## config.mk

```make
export PLATFORM = sky130hd
export DESIGN_NAME = command_line_lexer_flat
export DESIGN_NICKNAME = d
export VERILOG_FILES = /design/src/hdl/cll_pkg.sv /design/src/hdl/cll_if.sv /design/src/hdl/cll_lex_step.sv /design/src/hdl/command_line_lexer.sv /design/src/flat_wrapper.sv
export SDC_FILE = /design/constraint.sdc
export NUM_CORES = 1
export LEC_CHECK = 0
export ABC_CLOCK_PERIOD_IN_PS = 3650
export BUFFER_PORTS_ARGS = -buffer_cell sky130_fd_sc_hd__clkbuf_2
export CELL_PAD_IN_SITES_DETAIL_PLACEMENT = 1
export CELL_PAD_IN_SITES_GLOBAL_PLACEMENT = 1
export CORE_MARGIN = 1
export CORE_UTILIZATION = 46
export DETAILED_ROUTE_END_ITERATION = 10
export PLACE_DENSITY_LB_ADDON = 0.1
export SLEW_MARGIN = 25
export SYNTH_ARGS = -nofsm -noshare
export SYNTH_HDL_FRONTEND = slang
export SYNTH_SLANG_ARGS = --single-unit
```

## constraint.sdc

```tcl
create_clock -name clk_i -period 3.65 [get_ports clk_i]
set_input_delay 0.73 -clock clk_i [delete_from_list [all_inputs] [get_ports clk_i]]
set_output_delay 0.73 -clock clk_i [all_outputs]
set_load 0.01 [all_outputs]
```

## src/hdl/cll_pkg.sv

```systemverilog
package cll_pkg;

  // Field widths of the byte channel, the result channel and the register port.
  localparam int CHAR_W     = 8;
  localparam int TOK_NUM_W  = 4;
  localparam int SEG_NUM_W  = 4;
  localparam int COUNT_W    = 5;
  localparam int LIMIT_W    = 5;
  localparam int CFG_IDX_W  = 1;

  // Largest token or segment limit that the counters honour.
  localparam logic [LIMIT_W-1:0] LIMIT_MAX = LIMIT_W'(16);

  // Characters with a meaning of their own.
  localparam logic [CHAR_W-1:0] CH_HASH  = 8'h23;
  localparam logic [CHAR_W-1:0] CH_SEMI  = 8'h3B;
  localparam logic [CHAR_W-1:0] CH_QUOTE = 8'h22;
  localparam logic [CHAR_W-1:0] CH_TAB   = 8'h09;
  localparam logic [CHAR_W-1:0] CH_SPACE = 8'h20;

  // Register indexes of the configuration port.
  typedef enum logic [CFG_IDX_W-1:0] {
    REG_TOKEN_LIMIT   = 1'b0,
    REG_SEGMENT_LIMIT = 1'b1
  } cfg_index_e;

  // Lexer state carried from one byte to the next.
  typedef struct packed {
    logic                 quote_open;
    logic                 in_comment;
    logic                 prev_blank;
    logic                 in_token;
    logic [COUNT_W-1:0]   token_count;
    logic [SEG_NUM_W-1:0] segment_count;
    logic                 token_overflow;
    logic                 segment_overflow;
  } cll_state_t;

  localparam cll_state_t STATE_RESET = '{
    quote_open:       1'b0,
    in_comment:       1'b0,
    prev_blank:       1'b1,
    in_token:         1'b0,
    token_count:      '0,
    segment_count:    '0,
    token_overflow:   1'b0,
    segment_overflow: 1'b0
  };

  // One result item.
  typedef struct packed {
    logic [CHAR_W-1:0]    out_char;
    logic                 char_valid;
    logic                 token_start;
    logic [TOK_NUM_W-1:0] token_number;
    logic [SEG_NUM_W-1:0] segment_number;
    logic                 segment_end;
    logic [COUNT_W-1:0]   segment_tokens;
    logic                 segment_overflow;
    logic                 line_end;
    logic                 line_overflow;
    logic                 char_dropped;
  } cll_result_t;

  // A limit of zero acts as one, and anything above the maximum as the maximum.
  function automatic logic [LIMIT_W-1:0] eff_limit(logic [LIMIT_W-1:0] r);
    logic [LIMIT_W-1:0] v;
    if (r == '0) begin
      v = LIMIT_W'(1);
    end else if (r > LIMIT_MAX) begin
      v = LIMIT_MAX;
    end else begin
      v = r;
    end
    return v;
  endfunction

  // Index of the latest token, zero when there is none yet.
  function automatic logic [TOK_NUM_W-1:0] token_index(logic [COUNT_W-1:0] cnt);
    logic [COUNT_W-1:0] m;
    m = cnt - COUNT_W'(1);
    return (cnt == '0) ? '0 : m[TOK_NUM_W-1:0];
  endfunction

endpackage

```

## src/hdl/cll_if.sv

```systemverilog
// Byte channel into the lexer.
interface cll_in_if;
  logic                        valid;
  logic                        ready;
  logic [cll_pkg::CHAR_W-1:0]  char_code;
  logic                        is_end;

  modport source (output valid, output char_code, output is_end, input ready);
  modport sink   (input valid, input char_code, input is_end, output ready);
endinterface

// Result channel out of the lexer.
interface cll_out_if;
  logic                           valid;
  logic                           ready;
  logic [cll_pkg::CHAR_W-1:0]     out_char;
  logic                           char_valid;
  logic                           token_start;
  logic [cll_pkg::TOK_NUM_W-1:0]  token_number;
  logic [cll_pkg::SEG_NUM_W-1:0]  segment_number;
  logic                           segment_end;
  logic [cll_pkg::COUNT_W-1:0]    segment_tokens;
  logic                           segment_overflow;
  logic                           line_end;
  logic                           line_overflow;
  logic                           char_dropped;

  modport source (
    output valid, output out_char, output char_valid, output token_start,
    output token_number, output segment_number, output segment_end,
    output segment_tokens, output segment_overflow, output line_end,
    output line_overflow, output char_dropped, input ready
  );
  modport sink (
    input valid, input out_char, input char_valid, input token_start,
    input token_number, input segment_number, input segment_end,
    input segment_tokens, input segment_overflow, input line_end,
    input line_overflow, input char_dropped, output ready
  );
endinterface

```

## src/hdl/cll_lex_step.sv

```systemverilog
module cll_lex_step (
  input  cll_pkg::cll_state_t            st_i,
  input  logic [cll_pkg::CHAR_W-1:0]     char_i,
  input  logic                           is_end_i,
  input  logic                           line_full_i,
  input  logic [cll_pkg::LIMIT_W-1:0]    token_limit_i,
  input  logic [cll_pkg::LIMIT_W-1:0]    segment_limit_i,
  output cll_pkg::cll_state_t            st_o,
  output cll_pkg::cll_result_t           res_o,
  output logic                           take_o
);
  import cll_pkg::*;

  // One byte of lexing: next state and the result item.
  always_comb begin
    logic               blank;
    logic               start;
    logic               closing;
    logic [LIMIT_W-1:0] tok_lim;
    logic [LIMIT_W-1:0] seg_lim;
    cll_state_t         nx;
    cll_result_t        res;

    blank   = char_i inside {CH_SPACE, CH_TAB};
    start   = 1'b0;
    closing = 1'b0;
    tok_lim = eff_limit(token_limit_i);
    seg_lim = eff_limit(segment_limit_i);
    nx      = st_i;
    res     = '0;
    take_o  = 1'b0;

    if (is_end_i) begin
      // End of line reports the last segment and starts a fresh line.
      res.token_number     = token_index(st_i.token_count);
      res.segment_number   = st_i.segment_count;
      res.segment_end      = 1'b1;
      res.segment_tokens   = st_i.token_count;
      res.segment_overflow = st_i.token_overflow;
      res.line_end         = 1'b1;
      res.line_overflow    = st_i.segment_overflow;
      nx                   = STATE_RESET;
    end else if (st_i.in_comment || line_full_i) begin
      // Comment text and bytes past the line length leave the state alone.
      res.token_number   = token_index(st_i.token_count);
      res.segment_number = st_i.segment_count;
      res.line_overflow  = st_i.segment_overflow;
      res.char_dropped   = 1'b1;
    end else begin
      take_o = 1'b1;
      if (!st_i.quote_open && (char_i == CH_HASH) && st_i.prev_blank) begin
        nx.in_comment    = 1'b1;
        res.char_dropped = 1'b1;
      end else if (char_i == CH_QUOTE) begin
        nx.quote_open = !st_i.quote_open;
        start         = !st_i.in_token;
      end else if ((char_i == CH_SEMI) && !st_i.quote_open) begin
        closing              = 1'b1;
        res.token_number     = token_index(st_i.token_count);
        res.segment_number   = st_i.segment_count;
        res.segment_end      = 1'b1;
        res.segment_tokens   = st_i.token_count;
        res.segment_overflow = st_i.token_overflow;
        if (({1'b0, st_i.segment_count} + LIMIT_W'(1)) >= seg_lim) begin
          nx.segment_overflow = 1'b1;
        end else begin
          nx.segment_count = st_i.segment_count + SEG_NUM_W'(1);
        end
        nx.token_count    = '0;
        nx.token_overflow = 1'b0;
        nx.in_token       = 1'b0;
      end else if (blank && !st_i.quote_open) begin
        nx.in_token = 1'b0;
      end else begin
        start          = !st_i.in_token;
        res.out_char   = char_i;
        res.char_valid = 1'b1;
      end

      // A new token counts against the limit, saturating once it is reached.
      if (start) begin
        res.token_start = 1'b1;
        nx.in_token     = 1'b1;
        if (st_i.token_count >= tok_lim) begin
          nx.token_overflow = 1'b1;
        end else begin
          nx.token_count = st_i.token_count + COUNT_W'(1);
        end
      end
      nx.prev_blank = blank;

      if (!closing) begin
        res.token_number   = token_index(nx.token_count);
        res.segment_number = nx.segment_count;
      end
      res.line_overflow = nx.segment_overflow;
    end

    st_o  = nx;
    res_o = res;
  end

endmodule

```

## src/hdl/command_line_lexer.sv

```systemverilog
// Channel   Direction  Transaction
// in_i      sink       one line byte (char_code) or the end-of-line item (is_end)
// out_o     source     one result item per input item
// cfg       write      token_limit (index 0), segment_limit (index 1)
//
// Each item passes through the input register and then the result
// register; one item is accepted every cycle while out_o does not stall.
// The lexer state is updated in the single step between those registers.
// Reset clears the lexer state, sets both limits to 16 and empties both
// registers. A stall on out_o holds the result and lets one more item wait.
module command_line_lexer #(
  parameter int LINE_LENGTH = 512
) (
  input  logic                              clk_i,
  input  logic                              rst_ni,
  input  logic                              cfg_we_i,
  input  logic [cll_pkg::CFG_IDX_W-1:0]     cfg_index_i,
  input  logic [cll_pkg::LIMIT_W-1:0]       cfg_data_i,
  cll_in_if.sink                            in_i,
  cll_out_if.source                         out_o
);
  import cll_pkg::*;

  localparam int BC_W = $clog2(LINE_LENGTH);
  localparam logic [BC_W-1:0] BYTE_MAX = BC_W'(LINE_LENGTH - 1);

  logic [LIMIT_W-1:0] tok_lim_q;
  logic [LIMIT_W-1:0] seg_lim_q;
  logic               in_valid_q;
  logic [CHAR_W-1:0]  in_char_q;
  logic               in_end_q;
  cll_state_t         st_q, st_d;
  logic [BC_W-1:0]    byte_cnt_q, byte_cnt_d;
  logic               out_valid_q;
  cll_result_t        res_q, res_d;
  logic               advance;
  logic               take;

  // Configuration writes.
  always_ff @(posedge clk_i or negedge rst_ni) begin
    if (!rst_ni) begin
      tok_lim_q <= LIMIT_MAX;
      seg_lim_q <= LIMIT_MAX;
    end else if (cfg_we_i) begin
      case (cfg_index_i)
        REG_TOKEN_LIMIT:   tok_lim_q <= cfg_data_i;
        REG_SEGMENT_LIMIT: seg_lim_q <= cfg_data_i;
        default: ;
      endcase
    end
  end

  // An item moves on when the result register is free or being emptied.
  assign advance    = in_valid_q && (!out_valid_q || out_o.ready);
  assign in_i.ready = !in_valid_q || advance;

  // Input register.
  always_ff @(posedge clk_i or negedge rst_ni) begin
    if (!rst_ni) begin
      in_valid_q <= 1'b0;
    end else if (in_i.ready) begin
      in_valid_q <= in_i.valid;
    end
  end

  always_ff @(posedge clk_i) begin
    if (in_i.ready && in_i.valid) begin
      in_char_q <= in_i.char_code;
      in_end_q  <= in_i.is_end;
    end
  end

  // Lexing step.
  cll_lex_step u_step (
    .st_i            (st_q),
    .char_i          (in_char_q),
    .is_end_i        (in_end_q),
    .line_full_i     (byte_cnt_q >= BYTE_MAX),
    .token_limit_i   (tok_lim_q),
    .segment_limit_i (seg_lim_q),
    .st_o            (st_d),
    .res_o           (res_d),
    .take_o          (take)
  );

  // Byte counter of the current line.
  always_comb begin
    byte_cnt_d = byte_cnt_q;
    if (in_end_q) begin
      byte_cnt_d = '0;
    end else if (take) begin
      byte_cnt_d = byte_cnt_q + BC_W'(1);
    end
  end

  // Lexer state registers.
  always_ff @(posedge clk_i or negedge rst_ni) begin
    if (!rst_ni) begin
      st_q       <= STATE_RESET;
      byte_cnt_q <= '0;
    end else if (advance) begin
      st_q       <= st_d;
      byte_cnt_q <= byte_cnt_d;
    end
  end

  // Result register.
  always_ff @(posedge clk_i or negedge rst_ni) begin
    if (!rst_ni) begin
      out_valid_q <= 1'b0;
    end else if (advance) begin
      out_valid_q <= 1'b1;
    end else if (out_o.ready) begin
      out_valid_q <= 1'b0;
    end
  end

  always_ff @(posedge clk_i) begin
    if (advance) begin
      res_q <= res_d;
    end
  end

  assign out_o.valid            = out_valid_q;
  assign out_o.out_char         = res_q.out_char;
  assign out_o.char_valid       = res_q.char_valid;
  assign out_o.token_start      = res_q.token_start;
  assign out_o.token_number     = res_q.token_number;
  assign out_o.segment_number   = res_q.segment_number;
  assign out_o.segment_end      = res_q.segment_end;
  assign out_o.segment_tokens   = res_q.segment_tokens;
  assign out_o.segment_overflow = res_q.segment_overflow;
  assign out_o.line_end         = res_q.line_end;
  assign out_o.line_overflow    = res_q.line_overflow;
  assign out_o.char_dropped     = res_q.char_dropped;

endmodule

```

## src/flat_wrapper.sv

```systemverilog
// flat-port wrapper written by rule: the top's interface ports become plain ports
module command_line_lexer_flat import cll_pkg::*;
#(
  parameter int LINE_LENGTH = 512
)
  (clk_i, rst_ni, cfg_we_i, cfg_index_i, cfg_data_i, in_i_valid, in_i_char_code, in_i_is_end, in_i_ready, out_o_valid, out_o_out_char, out_o_char_valid, out_o_token_start, out_o_token_number, out_o_segment_number, out_o_segment_end, out_o_segment_tokens, out_o_segment_overflow, out_o_line_end, out_o_line_overflow, out_o_char_dropped, out_o_ready);
  cll_in_if in_i_i ();
  cll_out_if out_o_i ();
  input  logic clk_i;
  input  logic rst_ni;
  input  logic cfg_we_i;
  input  logic [cll_pkg::CFG_IDX_W-1:0] cfg_index_i;
  input  logic [cll_pkg::LIMIT_W-1:0] cfg_data_i;
  input wire logic [$bits(in_i_i.valid)-1:0] in_i_valid;
  input wire logic [$bits(in_i_i.char_code)-1:0] in_i_char_code;
  input wire logic [$bits(in_i_i.is_end)-1:0] in_i_is_end;
  output wire logic [$bits(in_i_i.ready)-1:0] in_i_ready;
  output wire logic [$bits(out_o_i.valid)-1:0] out_o_valid;
  output wire logic [$bits(out_o_i.out_char)-1:0] out_o_out_char;
  output wire logic [$bits(out_o_i.char_valid)-1:0] out_o_char_valid;
  output wire logic [$bits(out_o_i.token_start)-1:0] out_o_token_start;
  output wire logic [$bits(out_o_i.token_number)-1:0] out_o_token_number;
  output wire logic [$bits(out_o_i.segment_number)-1:0] out_o_segment_number;
  output wire logic [$bits(out_o_i.segment_end)-1:0] out_o_segment_end;
  output wire logic [$bits(out_o_i.segment_tokens)-1:0] out_o_segment_tokens;
  output wire logic [$bits(out_o_i.segment_overflow)-1:0] out_o_segment_overflow;
  output wire logic [$bits(out_o_i.line_end)-1:0] out_o_line_end;
  output wire logic [$bits(out_o_i.line_overflow)-1:0] out_o_line_overflow;
  output wire logic [$bits(out_o_i.char_dropped)-1:0] out_o_char_dropped;
  input wire logic [$bits(out_o_i.ready)-1:0] out_o_ready;
  assign in_i_i.valid = in_i_valid;
  assign in_i_i.char_code = in_i_char_code;
  assign in_i_i.is_end = in_i_is_end;
  assign in_i_ready = in_i_i.ready;
  assign out_o_valid = out_o_i.valid;
  assign out_o_out_char = out_o_i.out_char;
  assign out_o_char_valid = out_o_i.char_valid;
  assign out_o_token_start = out_o_i.token_start;
  assign out_o_token_number = out_o_i.token_number;
  assign out_o_segment_number = out_o_i.segment_number;
  assign out_o_segment_end = out_o_i.segment_end;
  assign out_o_segment_tokens = out_o_i.segment_tokens;
  assign out_o_segment_overflow = out_o_i.segment_overflow;
  assign out_o_line_end = out_o_i.line_end;
  assign out_o_line_overflow = out_o_i.line_overflow;
  assign out_o_char_dropped = out_o_i.char_dropped;
  assign out_o_i.ready = out_o_ready;
  command_line_lexer #(.LINE_LENGTH(LINE_LENGTH)) u_core (.clk_i(clk_i), .rst_ni(rst_ni), .cfg_we_i(cfg_we_i), .cfg_index_i(cfg_index_i), .cfg_data_i(cfg_data_i), .in_i(in_i_i), .out_o(out_o_i));
endmodule
```

# ---- Word-level counts from Yosys, hierarchy flattened
# Cells that the tools add are included.
dict set report totals {
  inputBits 20
  elab_cells 134
  out_inout_bits 30
  register_bits 73
}
dict set report op_classes {
  n_reduce_logical 33
  bitwise 1
  mux 54
  n_eq_ne 9
  addsub 6
  magnitude_cmp 5
}
# cell n
set op_table {}
lappend op_table {{2-to-1 mux 15 bit} 6}
lappend op_table {{== test 8 x 6 -> 1 bit, second input constant} 4}
lappend op_table {{2-to-1 mux 1 bit} 28}
lappend op_table {{2-to-1 mux 5 bit} 5}
lappend op_table {{2-to-1 mux 12 bit} 2}
lappend op_table {{logical NOT 5 bit} 4}
lappend op_table {{2-to-1 mux 6 bit} 3}
lappend op_table {{2-to-1 mux 9 bit} 2}
lappend op_table {{2-to-1 mux 8 bit} 2}
lappend op_table {{2-to-1 mux 4 bit} 3}
lappend op_table {{2-to-1 mux 11 bit} 1}
lappend op_table {{greater-or-equal comparator 5 bit} 2}
lappend op_table {{greater-than comparator 5 bit, second input constant} 2}
lappend op_table {{nonzero test 2 bit} 5}
lappend op_table {{adder 9 x 1 -> 9 bit, second input constant} 1}
lappend op_table {{greater-or-equal comparator 9 bit, second input constant} 1}
lappend op_table {{== test 8 x 4 -> 1 bit, second input constant} 1}
lappend op_table {{AND reduction 2 bit} 4}
lappend op_table {{subtractor 4 x 1 -> 4 bit, second input constant} 2}
lappend op_table {{2-to-1 mux 7 bit} 1}
lappend op_table {{logical AND 1 bit} 6}
lappend op_table {{inequality test 3 x 1 -> 1 bit, second input constant} 2}
lappend op_table {{OR reduction 6 bit} 1}
lappend op_table {{adder 4 x 1 -> 5 bit, second input constant} 1}
lappend op_table {{other kinds (13)} 19}

# ---- Longest topological paths before layout
# Gate-level depths: netlist of the first run.
dict set report logic_depth {
  depth_word 17
  depth_mapped 12
  depth_no_buf 12
}

# ---- Cells and area by module
# From an unflattened synthesis of the first run, not the netlist that was laid out.
dict set report hier_totals {
  cells_unflattened 352
  hier_area_um2 3953.8
}
# mod area_each_um2 seq_area_each_um2 n_inst cells_each
set modules_own_cells {}
lappend modules_own_cells {command_line_lexer 2662.6 2015.7 1 154}
lappend modules_own_cells {cll_lex_step 1291.2 0.0 1 198}

# ---- Worst setup path after synthesis of the first run
# Ideal clock, no wire load.
dict set report synth_path {
  path_type {reg2reg}
  start {reg u_core.tok_lim_q[4]}
  end {reg u_core.res_q, in the netlist u_core.out_o.token_number[3], data pin}
  period_less_slack_ps 3061
  t_arrival_ps 2796
  setup_ps 265
  path_slack_ps 589
  path_stages_with_launch 12
  t_required_ps 3385
  path_buffers 0
  cell_sequence {dfstp_2 inv_1 nand2_1 ha_1 a211oi_1 o221a_2 nand4b_4 mux2i_1 ha_1 or3b_4 nor4b_1 or3_1}
}
# element line
set synth_lines {}
lappend synth_lines {{from (decl)} command_line_lexer.sv:27} ;# logic [LIMIT_W-1:0] tok_lim_q;
lappend synth_lines {{from (signal assigned)} command_line_lexer.sv:46} ;# REG_TOKEN_LIMIT: tok_lim_q <= cfg_data_i;
lappend synth_lines {{to (signal assigned)} command_line_lexer.sv:120} ;# res_q <= res_d;
lappend synth_lines {{to (decl)} command_line_lexer.sv:35} ;# cll_result_t res_q, res_d;

==> reports/metrics.sh, run 1 <==
STD_CELL_ROWS=31
NUMBER_OF_CLOCK_SINKS_SEEN_BY_CTS=73
TOTALPOWERFINAL_mW=2.074
DRT-PASS1-ITER-COUNT=4
FIRST_GLOBAL_VIAS=2646
INITIAL_UTILIZATION_PCT=48.62
BUFFERS_INSERTED_BY_POST_CTS_TIMING_REPAIR=0
POST-PLACE-CELLS=450
YS_SEQ_ELEMENTS=73
POST_SYNTH_NUM_CELL_TYPES=58
DESIGN.CORE.AREA_UM2=7447
VIA_COUNT=2596
WHS_NS=0.4769
COMMONEST_NON_FILL_NON_TAP_CELL_IN_THE_LAYOUT='sky130_fd_sc_hd__clkbuf_2'
SYNTH_SEQUENTIAL_AREA_RATIO_PCT=55.67
FIN_UTIL_PCT=55.59
MAXCLOCKFREQUENCY_GHz=0.2973
SYNTH_TOP_AREA_CELL='sky130_fd_sc_hd__edfxtp_1'
MASTER_CELL_OF_THE_CLOCK_ROOT_BUFFER='sky130_fd_sc_hd__clkbuf_8'
SYN2LAYOUT_AREA_GROWTH_PCT=14.34
MOSTFREQUENTLAYOUTCELLS='sky130_fd_sc_hd__clkbuf_2 (48), sky130_fd_sc_hd__edfxtp_1 (37), sky130_fd_sc_hd__dfrtp_1 (33), sky130_fd_sc_hd__nor2_1 (29), sky130_fd_sc_hd__nand2_1 (27)'
SYNTH_TOP_CELLS_BY_AREA='sky130_fd_sc_hd__edfxtp_1 (31%), sky130_fd_sc_hd__dfrtp_1 (23%), sky130_fd_sc_hd__ha_1 (6.2%), sky130_fd_sc_hd__mux2_2 (3.1%), sky130_fd_sc_hd__nor2_1 (3.0%)'
CP_MAX_FO=8
RELSLEWSLACK_PCT=39.84
WORST_SETUP_HOLD_PATH_CLK_SLEW_NS=0.08
TRITONCTS.NUM_BUFFERS=9
CTS_TREE='built'
SYN_AREA_PER_CELL_UM2=11.79
TIGHTEST_SLEW_NS=0.8955
CRITICAL_PATH_REQUIRED_NS=3.75
TIMING.CRITICAL_PATH.FROM_TYPE='flop'
CRIT_PATH_END_KIND='flop'
SYN-NUM-NETS=345
DIE_AREA_UM2=8230
SETUP_VIOL=0
POST_CTS.RESIZED_INSTANCES=0
VIASPERCELL=5.571
FINALCRITPERIODSHARE_PCT=92.16
NUMBER_OF_SYNTHESIZED_FLOPS_WITH_AN_ENABLE_PIN=37
FINAL_NET_COUNT=400
TIMING.HOLD.WORST.CLASS='in2async'
RSZ0062_AT_GRT='no'
DIEWIDTH_UM=90.72
GR-TOTAL-OVERFLOW=0
ROUTED_WIRE_LENGTH_PER_INSTANCE_UM=16.81
CTS-HOLD-FIX-BUFFERS=0
POST-ROUTE-DRC-COUNT=0
GPL.FINAL_WEIGHTED_CONGESTION=0.8760
I_O_PINS=50
FIRST_ITER_VIOLATIONS=82
WORST_IR_DROP_VDD_V=0.0001916
IO_BUFFERS=49
CTS_BUFFER_DEPTH=2
GRT_MAX_DEGREE=37
YOSYS_WARN_COUNT=0
YS_ASYNC_SR_FRACTION_PCT=49.32
DETAILED_PLACE_HPWL_UM=5797
SYN-INSTANCE-COUNT=307
OUTCOME='complete, no violations'
GRT_ANTENNA_BEFORE_REPAIR=0
CRITPATHKIND='reg2reg'
MAX_CAP_VIOLATIONS=0
NETLIST.AREA_LEADER.SHARE_PCT=30.68
NUM_ANTENNA_CELLS=0
FINAL_LAYOUT_SIZE_SUFFIX_GT1_SHARE_PCT=26.16
TOTALNEGATIVESETUPSLACK_NS=0
WORST_SKEW_PAIR.LATE_LATENCY_NS=0.35
WIRELENGTH_UM=7834
GRT_FIRST_PASS_WIRELENGTH_UM=13380
HOLD_VIOL_FINAL=0
STATIC_POWER_DUE_TO_LEAKAGE_nW=1.837
TIMING.CLOCK.SKEW_NS=0.006757
ANTENNA_VIOLATION_NET_COUNT_AFTER_DETAILED_ROUTING=0
DIE_H_UM=90.72
POWER_PER_CELL_AREA_nW_PER_UM2=501.1
HTREE_NUM_LEVELS=3
TIMING.FINAL.CRIT_PERIOD_NS=3.364
MAPPEDNETLISTAREA_UM2=3621
ARRIVAL_TIME_REPORTED_FOR_THE_CRITICAL_PATH_ENDPOINT_NS=3.46
FINAL-MAX-SLEW-VIOLATION-COUNT=0
STDCELL_COUNT=466
GLOBALROUTETOTALUTIL_PCT=20.85
POSTSYNTH.TOPFLOPCELL='sky130_fd_sc_hd__edfxtp_1'
REG2REGPATHDEPTH=11
[cell families (layout without fill, tap and decap cells)]
| logic type | after synthesis | after routing | share of synthesized area, % |
|---|---|---|---|
| and+or+nand+nor | 120 | 120 | 17.90 |
| adders and majority gates | 18 | 18 | 6.220 |
| buffers and inverters | 21 | 81 | 2.730 |
| AOI/OAI and AO/OA | 51 | 51 | 10.88 |
| DFF | 73 | 73 | 55.67 |
| muxes | 13 | 13 | 3.939 |
| xor gates and xnor gates | 11 | 11 | 2.661 |
[state kept, by name, indices dropped and copies added (netlist names)]
register / flops
u_core.byte_cnt_q: 9
u_core.in_char_q: 8
u_core.in_end_q: 1
u_core.in_valid_q: 1
u_core.out_o.char_dropped: 1
u_core.out_o.char_valid: 1
u_core.out_o.line_end: 1
u_core.out_o.line_overflow: 1
u_core.out_o.out_char: 8
u_core.out_o.segment_end: 1
u_core.out_o.segment_number: 4
u_core.out_o.segment_overflow: 1
u_core.out_o.segment_tokens: 5
u_core.out_o.token_number: 4
u_core.out_o.token_start: 1
u_core.out_o.valid: 1
u_core.seg_lim_q: 5
u_core.st_q: 15
u_core.tok_lim_q: 5
[area by class of cell]
class / instances / area [µm²]
Fill cell: 818 / 3307
Sequential cell: 73 / 2016
Tap cell: 99 / 123.9
Timing Repair Buffer: 54 / 282.8
Multi-Input combinational cell: 213 / 1506
Clock buffer: 9 / 123.9
Inverter: 11 / 41.29
Clock inverter: 7 / 46.29
[where the power goes]
| part | switching [mW] | internal (mW) |
|---|---|---|
| registers | 0.0601 | 0.973 |
| clock network | 0.311 | 0.245 |
| logic | 0.271 | 0.214 |
[final timing paths]
path,startpoint,slack [ns],endpoint
max reg2reg,u_core.tok_lim_q[4],0.29,u_core.out_o.token_number[3]
min in group clk_i,u_core.seg_lim_q[0],0.52,u_core.seg_lim_q[0]
min reg2reg,u_core.seg_lim_q[0],0.52,u_core.seg_lim_q[0]
max in group asynchronous,rst_ni,2.64,u_core.seg_lim_q[2]
min,rst_ni,0.48,u_core.byte_cnt_q[5]
max,u_core.tok_lim_q[4],0.29,u_core.out_o.token_number[3]
[synthesized netlist by cell type (all sizes together), types with 2 or more instances]
cell / n
xnor2: 5
a31oi: 4
nand2: 27
a21oi: 3
nor3: 9
dfrtp: 33
ha: 18
nand2b: 6
clkbuf: 7
edfxtp: 37
nor2: 29
nor3b: 3
buf: 2
nand3: 8
o21ai: 11
o22ai: 3
and3: 4
and2: 12
nand4: 3
mux2i: 3
a41oi: 2
o211ai: 3
nor2b: 5
dfstp: 3
or4: 2
a22o: 2
inv: 11
o31ai: 2
a2111oi: 2
xor2: 6
a21o: 7
mux2: 10
o41ai: 3
nor4: 3
or3: 2
[critical path: stages (launching register included)]
cell	delay [ns]
sky130_fd_sc_hd__dfstp_2	0.53
sky130_fd_sc_hd__inv_1	0.08
sky130_fd_sc_hd__nand2_1	0.07
sky130_fd_sc_hd__ha_1	0.24
sky130_fd_sc_hd__a211oi_1	0.25
sky130_fd_sc_hd__o221a_2	0.27
sky130_fd_sc_hd__nand4b_4	0.18
sky130_fd_sc_hd__mux2i_1	0.36
sky130_fd_sc_hd__ha_1	0.20
sky130_fd_sc_hd__or3b_4	0.38
sky130_fd_sc_hd__nor4b_1	0.16
sky130_fd_sc_hd__or3_1	0.38
[routing by layer]
layer / up-vias / part of all wire, % / track usage (%)
li1: 1237 / - / -
met1: 1294 / 45 / 26.68
met2: 54 / 51 / 34.91
met3: 11 / 2.9 / 3.704
met4: 0 / 1.4 / 8.333
met5: - / 0 / 0
[through the flow]
stage,worst slack [ns],cell area [µm²]
final,0.2862,4140
after floorplan,0.5888,3621
after global routing,0.09520,4140
after CTS,0.2613,4140
after global placement,0.4587,3970
after detailed placement,0.2668,3970
Note: power is estimated with default switching activity, not from simulation.
==> run 2: changes to the inputs <==
ABC_CLOCK_PERIOD_IN_PS = 2700   (was 3650)
CORE_UTILIZATION = 41   (was 46)
HOLD_SLACK_MARGIN = 0.08   (was default)
clock period = 2.7 ns   (was 3.65 ns; I/O delays follow)
==> reports/metrics.sh, run 2 (same netlist as run 1, synthesis figures left out) <==
VIA_COUNT=2727
VIOLATIONS='setup timing'
SLOWEST_CP_CELL='sky130_fd_sc_hd__dfrtp_1'
PLACE_WORST_SETUP_SLACK_NS=-0.3419
RELSLEWSLACK_PCT=44.10
OUTCOME='finished, violations left'
FIRST_ITER_VIOLATIONS=66
REGTOREGSETUPSLACK_NS=-0.28
GPL.FINAL_WEIGHTED_CONGESTION=0.9177
RSZ0062_AT_GRT='yes'
FINAL.SETUP.WORST_SLACK_NS=-0.2752
TIMING.CLOCK.SKEW_NS=0.01085
ANTENNA_VIOLATION_NET_COUNT_AFTER_DETAILED_ROUTING=0
I_O_PINS=50
LARGEST_REGISTER_FF_COUNT=15
DETAILED_PLACE_HPWL_UM=6401
WIRELENGTH_UM=8730
CRITPATHKIND='reg2reg'
MASTER_CELL_OF_THE_CLOCK_ROOT_BUFFER='sky130_fd_sc_hd__clkbuf_8'
GLOBALROUTETOTALUTIL_PCT=21.15
HOLD_VIOL_FINAL=0
WORSTPATHCELLLIST='nor3_2 -> nor2_1 -> nor2_1 -> ha_1 -> and2b_2 -> o221a_4 -> nand4b_4 -> mux2i_4 -> ha_4 -> or3b_4 -> nor4b_4 -> or3_1'
CP_MAX_FO=3
TIMING.CRITICAL_PATH.FROM_TYPE='flop'
CRIT-REG2REG-LAUNCH='u_core.tok_lim_q[3]'
MAX_CAP_VIOLATIONS=0
LAYOUT_TOP_REGISTERS='u_core.st_q: 15 flops, u_core.byte_cnt_q: 9 flops'
DRT-PASS1-ITER-COUNT=4
VIASPERCELL=5.421
WORST_SKEW_PAIR.LATE_LATENCY_NS=0.36
NUMBER_OF_CLOCK_SINKS_SEEN_BY_CTS=73
GRT_MAX_DEGREE=37
TOTALPOWERFINAL_mW=3.323
DIE_H_UM=95.98
MAXCLOCKFREQUENCY_GHz=0.3361
WORST_IR_DROP_VDD_V=0.0002908
TIMING.FINAL.CRIT_PERIOD_NS=2.975
POST-ROUTE-DRC-COUNT=0
POWER_PER_CELL_AREA_nW_PER_UM2=725.8
COMMONEST_NON_FILL_NON_TAP_CELL_IN_THE_LAYOUT='sky130_fd_sc_hd__clkbuf_2'
GR-TOTAL-OVERFLOW=0
FINAL_LAYOUT_SIZE_SUFFIX_GT1_SHARE_PCT=35.68
SETUP_VIOL=4
GRT_FIRST_PASS_WIRELENGTH_UM=14390
WORST_SETUP_HOLD_PATH_CLK_SLEW_NS=0.09
STATIC_POWER_DUE_TO_LEAKAGE_nW=2.050
STD_CELL_ROWS=33
CTS-HOLD-FIX-BUFFERS=0
CRIT_PATH_END_KIND='flop'
TIGHTEST_SLEW_NS=0.8385
INITIAL_UTILIZATION_PCT=43.20
MOSTFREQUENTLAYOUTCELLS='sky130_fd_sc_hd__clkbuf_2 (48), sky130_fd_sc_hd__edfxtp_1 (37), sky130_fd_sc_hd__buf_4 (34), sky130_fd_sc_hd__dfrtp_1 (33), sky130_fd_sc_hd__nor2_1 (29)'
DIE_AREA_UM2=9211
ARRIVAL_TIME_REPORTED_FOR_THE_CRITICAL_PATH_ENDPOINT_NS=3.09
PATH_COMMON_CELL='sky130_fd_sc_hd__nor2_1'
FINALCRITPERIODSHARE_PCT=110.2
GRT_ANTENNA_BEFORE_REPAIR=0
ROUTED_WIRE_LENGTH_PER_INSTANCE_UM=17.36
FIRST_GLOBAL_VIAS=2886
TRITONCTS.NUM_BUFFERS=9
CAPTURE_POINT_OF_THE_WORST_PATH='u_core.out_o.token_number[3]'
HTREE_NUM_LEVELS=3
CTS_BUFFER_DEPTH=2
TIMING.HOLD.WORST.CLASS='in2async'
CRITICAL_PATH.MAX_STAGE_DELAY_NS=0.39
CTS_TREE='built'
SYN2LAYOUT_AREA_GROWTH_PCT=26.43
DESIGN.CORE.AREA_UM2=8382
WORSTSETUPSTARTPOINT='u_core.tok_lim_q[3]'
FINAL_NET_COUNT=431
NUM_ANTENNA_CELLS=0
REG2REGPATHDEPTH=12
LARGEST-REGISTER='u_core.st_q'
IO_BUFFERS=49
DIEWIDTH_UM=95.98
CRITICAL_PATH_REQUIRED_NS=2.81
FINAL-MAX-SLEW-VIOLATION-COUNT=0
END_OF_THE_WORST_REGISTER_TO_REGISTER_PATH='u_core.out_o.token_number[3]'
## run 2: report_power, final
group / switching [mW] / internal [mW] / leakage, nW
Clock: 0.452 / 0.531 / 0.116
Combinational: 0.479 / 0.476 / 1.11
Sequential: 0.0701 / 1.31 / 0.826
Total: 1.00 / 2.32 / 2.05
## run 2: final cells by class
class	count	area [µm²]
tap	105	131.4
timing repair buffer	85	523.0
fill	919	3804
clock inverter	7	102.6
inverter	11	41.29
sequential	73	2016
multi-input combinational	213	1640
clock buffer	9	123.9
## run 2: per-layer routing
layer	track usage, %	part of all wire, %	vias to the layer above
met5	0	0	-
met4	8.955	2.0	0
met3	3.555	2.7	16
met2	36.55	51	50
met1	26.09	45	1361
li1	-	-	1300
## run 2: per-stage QoR
step | std cells | hold WS (ns) | TNS (ns) | util (%) | area [µm²]
finish | 503 | 0.2784 | -0.8388 | 54.62 | 4578
global route | 503 | 0.3366 | -1.389 | 54.62 | 4578
CTS | 503 | 0.3419 | -0.9472 | 53.71 | 4502
detailed placement | 486 | 0.4939 | -1.067 | 50.53 | 4235
global placement | 486 | 0.4885 | -0.5321 | 50.53 | 4235
floorplan | 307 | 0.2444 | -0.5657 | - | 3654
## run 2: how the worst min path moves through the flow
stage,slack [ns],to,start,cells after the start
after floorplan,0.24,u_core.byte_cnt_q[0],rst_ni,0
after CTS,0.34,u_core.in_char_q[2],in_i_char_code[2],1
final,0.28,u_core.byte_cnt_q[5],rst_ni,1
after global placement,0.49,u_core.st_q[13],u_core.st_q[13],2
after global routing,0.34,u_core.in_valid_q,rst_ni,1
after detailed placement,0.49,u_core.st_q[13],u_core.st_q[13],2
## run 2: worst max-delay path: cells and delay by family, from the launching register on
kind                     cells  cell delay [ns]
AO/OA/AOI/OAI                1             0.20
adder cells (fa/ha/maj)      2             0.37
flip-flops                   1             0.39
multiplexers                 1             0.24
AND/OR/NAND/NOR              8             1.54
## run 2: repair_timing
item	4_1_cts	5_1_grt
pin swaps	3	5
buffers inserted	1	1
gates resized for setup	7	13
endpoints found under the setup margin	6	7
